===== config.mk =====
export PLATFORM = sky130hd
export DESIGN_NAME = rpc_frame_tlv_deframer
export DESIGN_NICKNAME = d
export VERILOG_FILES = /design/src/rtl/core/rftd_pkg.sv /design/src/rtl/core/rftd_front.sv /design/src/rtl/core/rftd_queue.sv /design/src/rtl/core/rftd_back.sv /design/src/rtl/core/rpc_frame_tlv_deframer.sv
export SDC_FILE = /design/constraint.sdc
export NUM_CORES = 2
export LEC_CHECK = 0
export ABC_AREA = 1
export BUFFER_PORTS_ARGS = -buffer_cell sky130_fd_sc_hd__clkbuf_2
export CORE_ASPECT_RATIO = 1.2
export CORE_MARGIN = 4
export CORE_UTILIZATION = 27
export DETAILED_ROUTE_END_ITERATION = 10
export SYNTH_ARGS = -nofsm -noshare
export SYNTH_HDL_FRONTEND = slang
export SYNTH_SLANG_ARGS = --single-unit

===== constraint.sdc =====
create_clock -name i_clk -period 53.5 [get_ports i_clk]
set_input_delay 5.35 -clock i_clk [delete_from_list [all_inputs] [get_ports i_clk]]
set_output_delay 5.35 -clock i_clk [all_outputs]
set_load 0.01 [all_outputs]

===== src/rtl/core/rftd_pkg.sv =====
// ----------------------------------------------------------------------------
// rftd_pkg
// Shared types and constants of the frame deframer.
// ----------------------------------------------------------------------------
package rftd_pkg;

    localparam int HDR_BYTES  = 24;
    localparam int CFG_IDX_W  = 3;
    localparam int CFG_DATA_W = 32;
    localparam int QUEUE_DEPTH_DEF = 4;

    localparam logic [CFG_IDX_W-1:0] CFG_MAGIC     = 3'd0;
    localparam logic [CFG_IDX_W-1:0] CFG_VERSION   = 3'd1;
    localparam logic [CFG_IDX_W-1:0] CFG_METH_TAG  = 3'd2;
    localparam logic [CFG_IDX_W-1:0] CFG_DEAD_TAG  = 3'd3;
    localparam logic [CFG_IDX_W-1:0] CFG_TASK_TAG  = 3'd4;
    localparam logic [CFG_IDX_W-1:0] CFG_MAX_META  = 3'd5;
    localparam logic [CFG_IDX_W-1:0] CFG_MAX_BODY  = 3'd6;

    typedef enum logic [1:0] {
        KIND_METHOD = 2'd0,
        KIND_BODY   = 2'd1,
        KIND_END    = 2'd2,
        KIND_ERROR  = 2'd3
    } t_kind;

    typedef enum logic [1:0] {
        CAUSE_MAGIC   = 2'd0,
        CAUSE_VERSION = 2'd1,
        CAUSE_LENGTH  = 2'd2,
        CAUSE_NONE    = 2'd3
    } t_cause;

    typedef enum logic [1:0] {
        PH_HEAD = 2'd0,
        PH_META = 2'd1,
        PH_SKIP = 2'd2,
        PH_BODY = 2'd3
    } t_phase;

    typedef struct packed {
        logic [15:0] magic;
        logic [7:0]  version;
        logic [7:0]  meth_tag;
        logic [7:0]  dead_tag;
        logic [7:0]  task_tag;
        logic [31:0] max_meta;
        logic [31:0] max_body;
    } t_cfg;

    // classified result, front to back
    typedef struct packed {
        t_kind       kind;
        logic [7:0]  data;
        logic        eof;
        logic [1:0]  cause;
        logic [7:0]  flags;
        logic [7:0]  mtype;
        logic [7:0]  status;
        logic [63:0] req;
        logic [63:0] deadline;
        logic [63:0] task_id;
        logic [15:0] meth_len;
        logic [31:0] body_len;
    } t_res;

endpackage


===== src/rtl/core/rftd_front.sv =====
// ----------------------------------------------------------------------------
// rftd_front
// Header capture, checks and TLV classification; one byte per cycle while the result queue has room.
// ----------------------------------------------------------------------------
module rftd_front (
    input  logic              i_clk,
    input  logic              i_rst_n,
    input  rftd_pkg::t_cfg    i_cfg,
    input  logic              i_valid,
    input  logic [7:0]        i_byte,
    output logic              o_ready,
    output logic              o_res_valid,
    output rftd_pkg::t_res    o_res,
    input  logic              i_q_ready
);
    import rftd_pkg::*;

    t_phase r_phase, n_phase;
    logic        r_halted, n_halted;
    logic [4:0]  r_hidx, n_hidx;
    logic [15:0] r_magic, n_magic;
    logic [7:0]  r_ver, n_ver, r_flags, n_flags, r_type, n_type, r_stat, n_stat;
    logic [63:0] r_req, n_req;
    logic [31:0] r_mtot, n_mtot, r_btot, n_btot, r_mcon, n_mcon, r_brem, n_brem;
    logic [1:0]  r_step, n_step;
    logic [7:0]  r_ttype, n_ttype;
    logic [15:0] r_tlen, n_tlen, r_vidx, n_vidx, r_mlen, n_mlen;
    logic [63:0] r_shift, n_shift, r_dead, n_dead, r_task, n_task;
    logic        fire;
    logic [15:0] len_full;
    logic [15:0] vidx_inc;
    logic [32:0] end_pos;
    logic [31:0] mcon_inc;
    logic        meth_byte;

    assign o_ready = i_q_ready;
    assign fire    = i_valid && i_q_ready;

    always_ff @(posedge i_clk) begin
        if (!i_rst_n) begin
            r_phase <= PH_HEAD; r_halted <= 1'b0; r_hidx <= '0;
            r_magic <= '0; r_ver <= '0; r_flags <= '0; r_type <= '0; r_stat <= '0;
            r_req <= '0; r_mtot <= '0; r_btot <= '0; r_mcon <= '0; r_brem <= '0;
            r_step <= '0; r_ttype <= '0; r_tlen <= '0; r_vidx <= '0; r_mlen <= '0;
            r_shift <= '0; r_dead <= '0; r_task <= '0;
        end else begin
            r_phase <= n_phase; r_halted <= n_halted; r_hidx <= n_hidx;
            r_magic <= n_magic; r_ver <= n_ver; r_flags <= n_flags;
            r_type <= n_type; r_stat <= n_stat; r_req <= n_req;
            r_mtot <= n_mtot; r_btot <= n_btot; r_mcon <= n_mcon; r_brem <= n_brem;
            r_step <= n_step; r_ttype <= n_ttype; r_tlen <= n_tlen;
            r_vidx <= n_vidx; r_mlen <= n_mlen; r_shift <= n_shift;
            r_dead <= n_dead; r_task <= n_task;
        end
    end

    always_comb begin
        n_phase = r_phase; n_halted = r_halted; n_hidx = r_hidx;
        n_magic = r_magic; n_ver = r_ver; n_flags = r_flags; n_type = r_type;
        n_stat = r_stat; n_req = r_req; n_mtot = r_mtot; n_btot = r_btot;
        n_mcon = r_mcon; n_brem = r_brem; n_step = r_step; n_ttype = r_ttype;
        n_tlen = r_tlen; n_vidx = r_vidx; n_mlen = r_mlen; n_shift = r_shift;
        n_dead = r_dead; n_task = r_task;
        o_res_valid = 1'b0;
        o_res = '0;
        meth_byte = 1'b0;
        len_full = {r_tlen[7:0], i_byte};
        vidx_inc = r_vidx + 16'd1;
        end_pos = {1'b0, r_mcon} + 33'd1 + {17'd0, len_full};
        mcon_inc = r_mcon + 32'd1;

        if (fire && !r_halted) begin
            case (r_phase)
                PH_HEAD: begin
                    if (r_hidx < 5'd2) n_magic = {r_magic[7:0], i_byte};
                    else if (r_hidx == 5'd2) n_ver = i_byte;
                    else if (r_hidx == 5'd3) n_flags = i_byte;
                    else if (r_hidx == 5'd4) n_type = i_byte;
                    else if (r_hidx == 5'd5) n_stat = i_byte;
                    else if (r_hidx >= 5'd8 && r_hidx < 5'd16) n_req = {r_req[55:0], i_byte};
                    else if (r_hidx >= 5'd16 && r_hidx < 5'd20)
                        n_mtot = {r_mtot[23:0], i_byte};
                    else if (r_hidx >= 5'd20) n_btot = {r_btot[23:0], i_byte};
                    n_hidx = r_hidx + 5'd1;
                    if (r_hidx == 5'(HDR_BYTES - 1)) begin
                        n_hidx = '0;
                        o_res.kind = KIND_ERROR;
                        if (r_magic != i_cfg.magic) begin
                            n_halted = 1'b1; o_res_valid = 1'b1; o_res.cause = CAUSE_MAGIC;
                        end else if (r_ver != i_cfg.version) begin
                            n_halted = 1'b1; o_res_valid = 1'b1;
                            o_res.cause = CAUSE_VERSION;
                        end else if (r_mtot > i_cfg.max_meta || n_btot > i_cfg.max_body) begin
                            n_halted = 1'b1; o_res_valid = 1'b1;
                            o_res.cause = CAUSE_LENGTH;
                        end else begin
                            n_dead = '0; n_task = '0; n_mlen = '0; n_mcon = '0;
                            n_step = '0; n_shift = '0; n_brem = n_btot;
                            if (r_mtot != 32'd0) n_phase = PH_META;
                            else if (n_btot != 32'd0) n_phase = PH_BODY;
                            else begin
                                o_res_valid = 1'b1;
                                o_res = '0;
                                o_res.kind = KIND_END;
                                o_res.eof = 1'b1;
                                o_res.flags = r_flags; o_res.mtype = r_type;
                                o_res.status = r_stat; o_res.req = r_req;
                                o_res.body_len = n_btot;
                            end
                        end
                    end
                end
                PH_BODY: begin
                    n_brem = r_brem - 32'd1;
                    o_res_valid = 1'b1;
                    o_res.kind = KIND_BODY;
                    o_res.data = i_byte;
                    if (n_brem == 32'd0) begin
                        o_res.eof = 1'b1;
                        o_res.flags = r_flags; o_res.mtype = r_type;
                        o_res.status = r_stat; o_res.req = r_req;
                        o_res.deadline = r_dead; o_res.task_id = r_task;
                        o_res.meth_len = r_mlen; o_res.body_len = r_btot;
                        n_phase = PH_HEAD; n_step = '0;
                    end
                end
                default: begin
                    if (r_phase == PH_META) begin
                        case (r_step)
                            2'd0: begin
                                if ((r_mtot - r_mcon) < 32'd3) n_phase = PH_SKIP;
                                else begin
                                    n_ttype = i_byte; n_step = 2'd1;
                                end
                            end
                            2'd1: begin
                                n_tlen = {8'd0, i_byte}; n_step = 2'd2;
                            end
                            2'd2: begin
                                n_tlen = len_full;
                                if (end_pos > {1'b0, r_mtot}) n_phase = PH_SKIP;
                                else begin
                                    if (r_ttype == i_cfg.meth_tag) n_mlen = len_full;
                                    n_vidx = '0; n_shift = '0;
                                    n_step = (len_full == 16'd0) ? 2'd0 : 2'd3;
                                end
                            end
                            default: begin
                                if (r_ttype == i_cfg.meth_tag) meth_byte = 1'b1;
                                else n_shift = {r_shift[55:0], i_byte};
                                n_vidx = vidx_inc;
                                if (vidx_inc == r_tlen) begin
                                    if (r_ttype != i_cfg.meth_tag && r_tlen == 16'd8) begin
                                        if (r_ttype == i_cfg.dead_tag) n_dead = n_shift;
                                        else if (r_ttype == i_cfg.task_tag)
                                            n_task = n_shift;
                                    end
                                    n_step = '0;
                                end
                            end
                        endcase
                    end
                    n_mcon = mcon_inc;
                    if (meth_byte) begin
                        o_res_valid = 1'b1; o_res.kind = KIND_METHOD; o_res.data = i_byte;
                    end
                    if (mcon_inc >= r_mtot) begin
                        n_step = '0;
                        if (r_btot != 32'd0) n_phase = PH_BODY;
                        else begin
                            o_res_valid = 1'b1;
                            o_res.kind = meth_byte ? KIND_METHOD : KIND_END;
                            o_res.data = meth_byte ? i_byte : 8'd0;
                            o_res.eof = 1'b1;
                            o_res.flags = r_flags; o_res.mtype = r_type;
                            o_res.status = r_stat; o_res.req = r_req;
                            o_res.deadline = n_dead; o_res.task_id = n_task;
                            o_res.meth_len = n_mlen; o_res.body_len = r_btot;
                            n_phase = PH_HEAD;
                        end
                    end
                end
            endcase
        end
        if (o_res.kind != KIND_ERROR) o_res.cause = 2'd0;
    end

endmodule


===== src/rtl/core/rftd_queue.sv =====
// ----------------------------------------------------------------------------
// rftd_queue
// Short result queue between classifier and output stage.
// ----------------------------------------------------------------------------
module rftd_queue #(
    parameter int DEPTH = rftd_pkg::QUEUE_DEPTH_DEF
) (
    input  logic              i_clk,
    input  logic              i_rst_n,
    input  logic              i_wr,
    input  rftd_pkg::t_res    i_data,
    output logic              o_not_full,
    output logic              o_valid,
    output rftd_pkg::t_res    o_data,
    input  logic              i_rd
);
    import rftd_pkg::*;

    localparam int AW = (DEPTH > 1) ? $clog2(DEPTH) : 1;

    t_res r_mem [DEPTH];
    logic [AW-1:0] r_wp, r_rp;
    logic [AW:0]   r_cnt;
    logic          do_wr, do_rd;

    assign o_not_full = (r_cnt != (AW+1)'(DEPTH));
    assign o_valid    = (r_cnt != '0);
    assign o_data     = r_mem[r_rp];
    assign do_wr      = i_wr && o_not_full;
    assign do_rd      = i_rd && o_valid;

    always_ff @(posedge i_clk) begin
        if (do_wr) r_mem[r_wp] <= i_data;
    end

    always_ff @(posedge i_clk) begin
        if (!i_rst_n) begin
            r_wp <= '0; r_rp <= '0; r_cnt <= '0;
        end else begin
            if (do_wr) r_wp <= (r_wp == AW'(DEPTH - 1)) ? '0 : r_wp + 1'b1;
            if (do_rd) r_rp <= (r_rp == AW'(DEPTH - 1)) ? '0 : r_rp + 1'b1;
            r_cnt <= r_cnt + (AW+1)'(do_wr) - (AW+1)'(do_rd);
        end
    end

endmodule


===== src/rtl/core/rftd_back.sv =====
// ----------------------------------------------------------------------------
// rftd_back
// Output register stage driving the result channel.
// ----------------------------------------------------------------------------
module rftd_back (
    input  logic              i_clk,
    input  logic              i_rst_n,
    input  logic              i_valid,
    input  rftd_pkg::t_res    i_data,
    output logic              o_take,
    output logic              o_valid,
    output rftd_pkg::t_res    o_data,
    input  logic              i_ready
);
    import rftd_pkg::*;

    logic r_valid;
    t_res r_data;

    assign o_take  = i_valid && (!r_valid || i_ready);
    assign o_valid = r_valid;
    assign o_data  = r_data;

    always_ff @(posedge i_clk) begin
        if (!i_rst_n) begin
            r_valid <= 1'b0;
        end else if (!r_valid || i_ready) begin
            r_valid <= i_valid;
        end
    end

    always_ff @(posedge i_clk) begin
        if (o_take) r_data <= i_data;
    end

endmodule


===== src/rtl/core/rpc_frame_tlv_deframer.sv =====
// ----------------------------------------------------------------------------
// rpc_frame_tlv_deframer
// Deframer for length-prefixed frames with TLV metadata.
// Path: each result is written into the result queue and then into the output
// register, from which it is presented.
// Throughput: 1 byte per cycle while the result queue has room.
// Reset: synchronous active low; clears parser state, queue pointers, output
// valid and configuration to 0.
// ----------------------------------------------------------------------------
module rpc_frame_tlv_deframer #(
    parameter int QUEUE_DEPTH = rftd_pkg::QUEUE_DEPTH_DEF
) (
    input  logic        i_clk,
    input  logic        i_rst_n,
    input  logic        i_cfg_we,
    input  logic [rftd_pkg::CFG_IDX_W-1:0]  i_cfg_idx,
    input  logic [rftd_pkg::CFG_DATA_W-1:0] i_cfg_data,
    input  logic        i_valid,
    output logic        o_ready,
    input  logic [7:0]  i_in_byte,
    output logic        o_valid,
    input  logic        i_ready,
    output logic [1:0]  o_kind,
    output logic [7:0]  o_data_byte,
    output logic        o_end_of_frame,
    output logic [1:0]  o_error_cause,
    output logic [7:0]  o_frame_flags,
    output logic [7:0]  o_message_type,
    output logic [7:0]  o_status_code,
    output logic [63:0] o_request_id,
    output logic [63:0] o_deadline_ms,
    output logic [63:0] o_task_id,
    output logic [15:0] o_method_length,
    output logic [31:0] o_body_length
);
    import rftd_pkg::*;

    t_cfg r_cfg;
    t_res f_res, q_res, b_res;
    logic f_valid, q_nf, q_valid, q_take;

    always_ff @(posedge i_clk) begin
        if (!i_rst_n) begin
            r_cfg <= '0;
        end else if (i_cfg_we) begin
            case (i_cfg_idx)
                CFG_MAGIC:    r_cfg.magic    <= i_cfg_data[15:0];
                CFG_VERSION:  r_cfg.version  <= i_cfg_data[7:0];
                CFG_METH_TAG: r_cfg.meth_tag <= i_cfg_data[7:0];
                CFG_DEAD_TAG: r_cfg.dead_tag <= i_cfg_data[7:0];
                CFG_TASK_TAG: r_cfg.task_tag <= i_cfg_data[7:0];
                CFG_MAX_META: r_cfg.max_meta <= i_cfg_data;
                CFG_MAX_BODY: r_cfg.max_body <= i_cfg_data;
                default: ;
            endcase
        end
    end

    rftd_front u_front (
        .i_clk(i_clk), .i_rst_n(i_rst_n), .i_cfg(r_cfg),
        .i_valid(i_valid), .i_byte(i_in_byte), .o_ready(o_ready),
        .o_res_valid(f_valid), .o_res(f_res), .i_q_ready(q_nf)
    );

    rftd_queue #(.DEPTH(QUEUE_DEPTH)) u_queue (
        .i_clk(i_clk), .i_rst_n(i_rst_n), .i_wr(f_valid), .i_data(f_res),
        .o_not_full(q_nf), .o_valid(q_valid), .o_data(q_res), .i_rd(q_take)
    );

    rftd_back u_back (
        .i_clk(i_clk), .i_rst_n(i_rst_n), .i_valid(q_valid), .i_data(q_res),
        .o_take(q_take), .o_valid(o_valid), .o_data(b_res), .i_ready(i_ready)
    );

    assign o_kind          = b_res.kind;
    assign o_data_byte     = b_res.data;
    assign o_end_of_frame  = b_res.eof;
    assign o_error_cause   = b_res.cause;
    assign o_frame_flags   = b_res.flags;
    assign o_message_type  = b_res.mtype;
    assign o_status_code   = b_res.status;
    assign o_request_id    = b_res.req;
    assign o_deadline_ms   = b_res.deadline;
    assign o_task_id       = b_res.task_id;
    assign o_method_length = b_res.meth_len;
    assign o_body_length   = b_res.body_len;

endmodule


After elaboration in Yosys (flattened, before gate mapping)
Memories as Yosys holds them, arrays and structs flattened. A register that Yosys moved wholly into a read port is not among the register bits.
Index checks and enable logic that the tools add are counted.
{"block": "op_classes", "eq_ne": 40, "n_reduce_logical": 55, "n_lt_le_gt_ge": 11, "n_mux": 130, "bitwise": 10, "n_addsub": 11, "shifts": 0, "n_div": 0, "multipliers": 0}
{"op": "$mux W264", "n": 6}
{"op": "$mux W64", "n": 18}
{"op": "$mux W277", "n": 3}
{"op": "$mux W32", "n": 18}
{"op": "$pmux W264 S2", "n": 1}
{"op": "$pmux W64 S2", "n": 4}
{"op": "$mux W276", "n": 1}
{"op": "$mux W16", "n": 9}
{"op": "$pmux W32 S2", "n": 2}
{"op": "$pmux W16 S2", "n": 3}
{"op": "$reduce_bool A32 Y1", "n": 3}
{"op": "$gt A32 B32 Y1", "n": 2}
{"op": "$mux W2", "n": 30}
{"op": "$mux W11", "n": 5}
{"op": "$add A32 B1 Y33 const B", "n": 1}
{"op": "$add A33 B16 Y33", "n": 1}
{"op": "$gt A33 B32 Y1", "n": 1}
{"op": "$add A32 B1 Y32 const B", "n": 1}
{"op": "$ge A32 B32 Y1", "n": 1}
{"op": "$logic_not A32 Y1", "n": 1}
{"op": "$lt A32 B2 Y1 const B", "n": 1}
{"op": "$sub A32 B1 Y32 const B", "n": 1}
{"op": "$sub A32 B32 Y32", "n": 1}
{"op": "$eq A8 B8 Y1", "n": 3}
{"op": "other kinds (58)", "n": 140}
{"block": "totals", "memories": 1, "reg_bits": 618, "latch_bits": 0, "ramBits": 1108, "out_inout_bits": 279, "romBits": 0}
{"memory": "u_queue.r_mem", "depth": 4, "width": 277, "read_ports": 1, "rd_clocked_by_memory_dff": 1, "write_ports": 1, "line_no": "rftd_queue.sv:21", "source": "t_res r_mem [DEPTH];"}

Logic depth before layout (Yosys ltp)
{"block": "depth", "depth_word": 23, "ltp_mapped": 38, "mapped_depth_nobuf": 36}

Modules after synthesis
A second synthesis with hierarchy kept.
{"block": "unflattened", "hier_cells": 9489, "area_unflattened_um2": 89729.8}
{"mod": "rftd_queue", "cells_per_inst": 2746, "instances": 1, "area_per_inst_um2": 41229.5}
{"mod": "rftd_front", "cells_per_inst": 5804, "instances": 1, "area_per_inst_um2": 35611.7}
{"mod": "rftd_back", "cells_per_inst": 284, "instances": 1, "area_per_inst_um2": 8369.3}
{"mod": "rpc_frame_tlv_deframer", "cells_per_inst": 655, "instances": 1, "area_per_inst_um2": 4519.3}

Worst setup path after synthesis
OpenSTA, ideal clock, no wires.
{"block": "synth_path", "kind": "input to register", "startpoint": "in i_ready", "endpoint": "reg u_queue.r_cnt[2]", "arrival_time_ps": 21373, "cell_stages": 9, "setup_slack_ps": 32007, "required_time_ps": 53380, "path_cell_list": "nor2_1 a21oi_1 ha_1 inv_1 ha_1 inv_1 fa_1 o21ai_0 a21oi_1"}
{"block": "synth_between", "elab_chain_cells": 4}
{"item": "start, declared", "line_no": "rpc_frame_tlv_deframer.sv:22", "source": "input logic i_ready,"}
{"item": "$logic_or A1 B1 Y1", "line_no": "rftd_back.sv:20", "source": "assign o_take = i_valid && (!r_valid || i_ready);"}
{"item": "$logic_and A1 B1 Y1", "line_no": "rftd_back.sv:20"}
{"item": "via q_take", "line_no": "rpc_frame_tlv_deframer.sv:40", "source": "logic f_valid, q_nf, q_valid, q_take;"}
{"item": "$logic_and A1 B1 Y1", "line_no": "rftd_queue.sv:30", "source": "assign do_rd = i_rd && o_valid;"}
{"item": "$sub A3 B1 Y3", "line_no": "rftd_queue.sv:42", "source": "r_cnt <= r_cnt + (AW+1)'(do_wr) - (AW+1)'(do_rd);"}
{"item": "end signal, assigned", "line_no": "rftd_queue.sv:42"}
{"item": "end, declared", "line_no": "rftd_queue.sv:23", "source": "logic [AW:0] r_cnt;"}
The timed path passes the listed nets, and every way through them passes these cells.
A chain may end at the register's enable or synchronous reset.

Worst setup path in the final report
{"block": "layout_path", "startpoint": "in i_in_byte[2]", "endpoint": "mem u_queue.r_mem[0][148] in the netlist's numbering, enable pin"}
{"block": "layout_between", "elab_chain_cells": 22, "word_cells_on_any_way": 24}
{"item": "start, declared", "line_no": "rpc_frame_tlv_deframer.sv:20", "source": "input logic [7:0] i_in_byte,"}
{"item": "$mux W32 *", "line_no": "rftd_front.sv:83", "source": "else if (r_hidx >= 5'd20) n_btot = {r_btot[23:0], i_byte};"}
{"item": "$mux W32 *", "line_no": "rftd_front.sv:81", "source": "else if (r_hidx >= 5'd16 && r_hidx < 5'd20)"}
{"item": "$mux W32 *", "line_no": "rftd_front.sv:80", "source": "else if (r_hidx >= 5'd8 && r_hidx < 5'd16) n_req = {r_req[55:0], i_byte};"}
{"item": "$mux W32 *", "line_no": "rftd_front.sv:79", "source": "else if (r_hidx == 5'd5) n_stat = i_byte;"}
{"item": "$mux W32 *", "line_no": "rftd_front.sv:78", "source": "else if (r_hidx == 5'd4) n_type = i_byte;"}
{"item": "$mux W32 *", "line_no": "rftd_front.sv:77", "source": "else if (r_hidx == 5'd3) n_flags = i_byte;"}
{"item": "$mux W32 *", "line_no": "rftd_front.sv:76", "source": "else if (r_hidx == 5'd2) n_ver = i_byte;"}
{"item": "$mux W32 *", "line_no": "rftd_front.sv:75", "source": "if (r_hidx < 5'd2) n_magic = {r_magic[7:0], i_byte};"}
{"item": "[6 not listed]"}
{"item": "$mux W1 *", "line_no": "rftd_front.sv:90", "source": "end else if (r_ver != i_cfg.version) begin"}
{"item": "$mux W1 *", "line_no": "rftd_front.sv:88", "source": "if (r_magic != i_cfg.magic) begin"}
{"item": "$mux W1 *", "line_no": "rftd_front.sv:85", "source": "if (r_hidx == 5'(HDR_BYTES - 1)) begin"}
{"item": "$pmux W1 S2 *", "line_no": "rftd_front.sv:73", "source": "case (r_phase)"}
{"item": "$mux W1 *", "line_no": "rftd_front.sv:72", "source": "if (fire && !r_halted) begin"}
{"item": "$logic_and A1 B1 Y1 *", "line_no": "rftd_queue.sv:29", "source": "assign do_wr = i_wr && o_not_full;"}
{"item": "$mux W1 *", "line_no": "rftd_queue.sv:33", "source": "if (do_wr) r_mem[r_wp] <= i_data;"}
{"item": "$mux W1 (implied by the code) *", "line_no": "rftd_queue.sv:33"}
{"item": "end, declared", "line_no": "rftd_queue.sv:21"}
Mark *: on every way between the ends. The select of a mux whose other input is x is not followed.

==> metrics.txt <==
fmax=86.48 MHz; clock-pin slew on the worst setup and hold paths=60 ps; CP arrival=12,010 ps; count of cell types in the netlist=47; Final Hold Fails=0; vias in the first global route=62.22k; GRT overflow=0; most used cell, CP=nand2_1; Logic pwr share=20.9%; final clock skew=108.8 ps; most frequent cell after synthesis=edfxtp_1; commonest cells in the netlist=edfxtp_1, nand2_1, nor2_1; Synth area leaders=edfxtp_1, dfxtp_1, nand2_1, nor2_1, o21ai_0; # setup viols final=0; GP Congestion=0.9026; Synth Area in Simple Gates=15.37%; actual slew at the worst max-slew pin=1255 ps; Synth Area in Adders=2.826%; Inserted Clock Buffers=212; min Tclk post-route=11,560 ps; flops & latches, synth=2,003; post-detail-place hpwl=172,700 um; final worst path period share=21.61%; CP startpoint=i_in_byte[2]; RSZ-0062 raised after global routing=false; Synth Warn #=0; part of the power in the clock network=34.2%; cell taking the most area after synthesis=edfxtp_1; chip width=533.1 um; Core Region=329,800 sq um; die area=340,200 sq um; Rel. slew slack=16.00%; RR Startpoint=u_front.r_mcon[0]; largest net degree at the start of global routing=213; Max-cap violations=0; worst path bufs/invs=9; asr flop ratio synth=0%; sequential area share after synthesis=60.39%; Place WS=41,020 ps; critical path capture point type=flop; Post-Synthesis Cells=9,458; Setup TNS Final=0 ps; Total Wirelength=267,800 um; startpoint of the worst hold path=u_front.r_req[4]; status=finished, final reports clean; Finished Core Util=31.00%; maximum VDD drop=0.00004550 V; clock root buffer=clkbuf_16; layout cells sized above 1=8.095%; delay-heaviest family, CP=buffers and inverters; CTS tree=yes; Pint=2.895 mW; post_cts resized=0; Psw=1.344 mW; Crit Path Max Fanout=61; slowest stage delay, CP=860 ps; Mapped Nets=9,706; Final Instance Area=102,200 sq um; Final WS setup=41,940 ps; antenna violations before repair=23; H-tree levels=4; proportion of synthesized area in mux cells=0%; part of the power in registers=44.9%; Leakage=38.99 nW; nets=9,800; DR WL/cell=18.91 um; Synth top area share=46.55%; Clock Tree Buf Depth=4; PwrDens=41.47 nW/um^2; xor-xnor portion of the synthesized cell area=1.285%; CTS sink cnt=2,003; DRT iter0 DRCs=6,067; later-pin clock latency in the skew report=910 ps; Via-to-Cell Ratio=4.763; Crit-path slowest cell=buf_4; vias=67.44k; Worst Setup Start Kind=primary input; Most used DFF post-synth=edfxtp_1; DR DRC count=0; switching share of total power=31.70%; Placed Area=95,420 sq um; post-synthesis compound-gate area fraction=13.78%; hold buffers post-CTS=0; First-pass DRT Iterations=6; initial core utilization=27.09%; # port buffers=326; number of antenna-violating nets in the routed design=0; CP Class=primary input to flop; EDFF count, synth=1,385; HP Class=flop to flop; Max Slew Vio Count=0; Mapped Avg Cell Area=9.447 sq um; first-pass GRT wire length=396,600 um; Post-CTS Setup Bufs=0; DIE HEIGHT=638.2 um; combinational family with the most area after synthesis=simple AND/OR/NAND/NOR gates; Area growth syn-to-layout=14.41%; synthesized area=89,350 sq um; num rows=231; WP data required=53,950 ps; Total Routing Usage GR=15.00%; Ports=327
-- layout make-up --
class                   instances  area (sq um)
fillers                     34140        227600
flip-flops and latches       2003         53970
multi-input cells            5966         29900
clock buffers                 278          5808
well taps                    4427          5539
inverters                     943          3570
repair buffers                426          2442
clock inverters               106         963.4
diodes                         12         30.03
-- power by group through the flow --
stage	clock network, mW	logic, mW	registers, mW
4_1_cts	1.48	0.917	1.91
5_1_grt	1.55	0.972	1.92
3_3_place_gp	0	0.909	1.94
3_5_place_dp	0	0.914	1.94
2_1_floorplan	0	0.427	2.04
6_report	1.45	0.887	1.90
-- worst register-to-register path: cells and delay by family, from the launching register on --
family	cells	cell delay, ps
adders and majority gates	2	530
and+or+nand+nor	19	4520
xor gates and xnor gates	1	140
AOI/OAI and AO/OA	1	130
buffers and inverters	6	3480
DFF	1	520
-- registers in the layout, indices dropped and copies added, names as in the netlist, 32 cells and up --
signal and count:
u_queue.r_mem 1108, u_back.o_data 277, r_cfg 112, u_front.r_dead 64
u_front.r_req 64, u_front.r_shift 64, u_front.r_task 64, u_front.r_brem 32
u_front.r_btot 32, u_front.r_mcon 32, u_front.r_mtot 32
-- placed cells by master (no fill, tap or decap), drive strengths merged, types with 5 or more instances in the layout --
cell type	n
edfxtp	1385
nand2	1377
nor2	1301
o21ai	968
inv	951
a21oi	768
dfxtp	618
clkbuf	603
nand3	510
o22ai	278
ha	197
o211ai	130
buf	101
xor2	91
o21a	74
clkinv	72
nor3	65
nand4	64
xnor2	35
nor4	21
a31oi	15
a211oi	13
clkinvlp	13
bufinv	13
diode	12
nand3b	9
o21bai	7
and3	7
and2	7
nor3b	6
a21o	5
-- cells by family after synthesis --
family                   count (synthesis)
adder cells (fa/ha/maj)                200
AO/OA/AOI/OAI                         2266
flip-flops                            2003
buffers and inverters                 1489
AND/OR/NAND/NOR                       3372
XOR/XNOR                               128
-- per-stage QoR --
stage,total power [mW],hold slack [ps],instances
2_1_floorplan,2.465,435.3,9458
4_1_cts,4.307,411.5,14149
3_5_place_dp,2.854,449.0,13765
3_3_place_gp,2.850,444.1,13765
6_report,4.239,419.5,14161
5_1_grt,4.434,455.1,14150
-- worst paths after layout --
path / end / slack (ps) / depth (start not counted)
max: u_queue.r_mem[0][148] / 41940 / 25
min: u_front.r_req[12] / 420 / 2
max reg2reg: u_queue.r_mem[0][148] / 43760 / 29
min reg2reg: u_front.r_req[12] / 420 / 2
-- metal layers --
| layer | GRT usage [%] | vias to the layer above | wire length (um) |
|---|---|---|---|
| met5 | 0 | - | 52 |
| met4 | 4.794 | 8 | 8755 |
| met3 | 2.370 | 418 | 16810 |
| met2 | 24.87 | 2075 | 125700 |
| met1 | 20.01 | 32363 | 116500 |
| li1 | - | 32579 | - |
Note: power is estimated with default switching activity, not from simulation.
